--- src/rtl/bpa_ram.sv ---
// generic single write, single registered read port ram
module bpa_ram #(
    parameter int DATA_W = 8,
    parameter int DEPTH  = 16
) (
    input  logic                     i_clk,
    input  logic                     i_we,
    input  logic [$clog2(DEPTH)-1:0] i_waddr,
    input  logic [DATA_W-1:0]        i_wdata,
    input  logic [$clog2(DEPTH)-1:0] i_raddr,
    output logic [DATA_W-1:0]        o_rdata
);

    logic [DATA_W-1:0] r_mem [DEPTH];
    logic [DATA_W-1:0] r_q;

    always_ff @(posedge i_clk) begin
        if (i_we) begin
            r_mem[i_waddr] <= i_wdata;
        end
        r_q <= r_mem[i_raddr];
    end

    assign o_rdata = r_q;

endmodule

--- config.mk ---
export PLATFORM = sky130hd
export DESIGN_NAME = bpa_ram
export DESIGN_NICKNAME = d
export VERILOG_FILES = /design/src/rtl/bpa_ram.sv
export SDC_FILE = /design/constraint.sdc
export NUM_CORES = 1
export LEC_CHECK = 0
export BUFFER_PORTS_ARGS = -buffer_cell sky130_fd_sc_hd__buf_2
export CORE_ASPECT_RATIO = 1.75
export CORE_MARGIN = 1.5
export CORE_UTILIZATION = 39
export DETAILED_ROUTE_END_ITERATION = 12
export GPL_TIMING_DRIVEN = 0
export SETUP_SLACK_MARGIN = 0.15
export SLEW_MARGIN = 40
export SYNTH_ARGS = -nofsm -noshare
export SYNTH_HDL_FRONTEND = slang
export SYNTH_SLANG_ARGS = --single-unit
--- constraint.sdc ---
create_clock -name i_clk -period 2.1 [get_ports i_clk]
set_clock_uncertainty 0.1 [all_clocks]
set_input_delay 0.42 -clock i_clk [delete_from_list [all_inputs] [get_ports i_clk]]
set_output_delay 0.42 -clock i_clk [all_outputs]
set_load 0.03 [all_outputs]
==> results_dict.tcl <==
set metrics [dict create \
    avgSynthCellArea_sq_um 22.5 \
    setup_violations 0 \
    setup_ws_ns 0.318 \
    drv_cap 0 \
    antenna_left 0 \
    insertion_delay_ns 0.40 \
    dieWidth_um 89.8 \
    post-place-cells 424 \
    final.fill_count 1152 \
    slew_violations 0 \
    antenna_cells 0 \
    hpwl_mm 6.61 \
    ys_seq_elements 136 \
    cts.repair.resized 0 \
    cts.sinks 136 \
    cts_made_buffers 17 \
    die_area_sq_um 13900 \
    grt_pass1_wl_mm 14.8 \
    startpoint_type "primary input" \
    pin_count 26 \
    io_buffers 24 \
    clockBufferDepth 2 \
    fmax_ghz 0.561 \
    drt-total-wl_mm 9.93 \
    synth_area_leaders "edfxtp_1 (75%), mux4_2 (7.9%), mux4_1 (7.1%)" \
    gp_congestion 0.788 \
    grt_pass1_vias 2489 \
    wl_per_cell_um 21.8 \
    fin_cells 456 \
    crit_type "in2reg" \
    cts_root_buffer "clkbuf_16" \
    crit_path_end_kind "flip-flop" \
    vdd_drop_max_mv 0.485 \
    antenna_found_initial 0 \
    synth_top_area_share_pct 74.7 \
    hold_viol 0 \
    cts_max_level 4 \
    grt.total_usage_pct 15.6 \
    layout-drive-gt1-share_pct 31.6 \
    synthCells 229 \
    outcome "complete, no violations" \
    drtPass1Iterations 4 \
    via_count 2374 \
    cts_setup_buffers 0 \
    avgViaCountPerCell 5.21 \
    tightest_slew_ns 0.818 \
    finalCriticalPeriod_ns 1.78 \
    leakagePower_nw 1.98 \
    cp_data_arrival_time_ns 1.71 \
    maxSlewHeadroom_pct 45.2 \
    drc 0 \
    synth_top_cell_by_area "edfxtp_1" \
    ys_warn_count 0 \
    clkTransAtPathRegs_ns 0.05 \
    drt_iter0_markers 126 \
    syn_area_sq_um 5150 \
    synth_nets 247 \
    die_h_um 155 \
    initial_core_util_pct 39.8 \
    hold-worst-slack_ns 0.316 \
    min_path_type "in2reg" \
    ys_seq_area_share_pct 77.8 \
    cp_max_fo 8 \
    globalRouteOverflowTotal 0 \
    pre_cts_slack_ns -0.168 \
    power_density_nw_per_um2 969 \
    nets 290 \
    ctsHoldBuffers 0 \
    coreArea_sq_um 12900 \
    power_mw 5.83 \
    area_growth_pct 17.0 \
    cts_tree "done" \
    grt_max_degree 17 \
    required_ns 2.03 \
    yosysUniqueCellTypes 19 \
    rsz0062_at_grt "false" \
    row_count 55 \
    fin_crit_sh_pct 84.8 \
]
[state kept, by name, summed over array words and instances (netlist names)]
register,flops
r_mem,128
o_rdata,8
[layout make-up]
class / count / area (sq um) / share of cell area (%)
well taps: 171 / 214 / 3.55
multi-input cells: 83 / 1100 / 18.2
clock inverters: 11 / 58.8 / 0.977
flip-flops and latches: 136 / 4000 / 66.5
repair buffers: 24 / 120 / 2.00
clock buffers: 21 / 440 / 7.32
plain buffers: 10 / 86.3 / 1.43
[where the power goes]
part	internal, mW	switching (mW)
Clock	1.48	0.978
Combinational	0.122	0.205
Sequential	3.04	0.0134
Total	4.64	1.20
[through the flow]
step,TNS (ns),instance area [sq um],util (%)
6_report,0,6020,46.5
4_1_cts,0,6000,46.4
5_1_grt,0,6020,46.5
3_3_place_gp,-8.42,5490,42.4
2_1_floorplan,0,5150,-
3_5_place_dp,-3.69,5500,42.5
[routing by layer]
metal	vias to the layer above	GRT usage, %	part of all wire [%]
met5	-	0	0
met4	0	8.39	1.7
met3	9	4.20	6.1
met2	85	26.8	55
met1	1223	17.7	37
li1	1057	-	-
[synth_stat cells]
cell type        instances
a22oi_1                 16
and2_1                   1
and2b_1                  1
buf_2                    3
buf_4                    1
buf_6                    3
clkdlybuf4s25_2          3
dfxtp_1                  8
edfxtp_1               128
mux4_1                  14
mux4_2                  18
nand2_1                  9
nand2b_1                 2
nand3_1                  1
nand3b_1                 2
nor2_1                  13
nor2b_1                  1
nor3_1                   4
or3b_2                   1
[layout by cell type, fill, tap and decap left out]
master           Yosys  routed
a22oi_1             16      16
and2_1               1       1
and2b_1              1       1
buf_2                3      27
buf_4                1       1
buf_6                3       3
clkbuf_1             0       4
clkbuf_16            0      17
clkdlybuf4s25_2      3       3
clkinv_1             0       3
clkinv_2             0       5
clkinvlp_4           0       3
dfxtp_1              8       8
edfxtp_1           128     128
mux4_1              14      14
mux4_2              18      18
nand2_1              9       9
nand2b_1             2       2
nand3_1              1       1
nand3b_1             2       2
nor2_1              13       5
nor2_2               0       8
nor2b_1              1       1
nor3_2               0       4
or3b_2               1       1
[cells by family after synthesis]
group / Yosys count / share of synthesized area [%]
flops: 136 / 77.8
simple gates: 35 / 3.18
mux: 32 / 15.0
compound gates: 16 / 2.33
buf+inv: 10 / 1.68
[path summary, 6_finish.rpt]
check	start	end	slack, ns	cells past startpoint
worst max-delay path	i_waddr[2]	r_mem[1][5]	0.32	3
worst min-delay path	i_wdata[6]	r_mem[12][6]	0.32	1
worst max register to register	r_mem[2][2]	o_rdata[2]	0.55	3
worst min register to register	r_mem[15][1]	o_rdata[1]	0.57	3
[worst max-delay path: stages]
cell and delay, ns:
buf_2 0.11, or3b_2 0.54, nor2_1 0.63
Note: power is estimated with default switching activity, not from simulation.
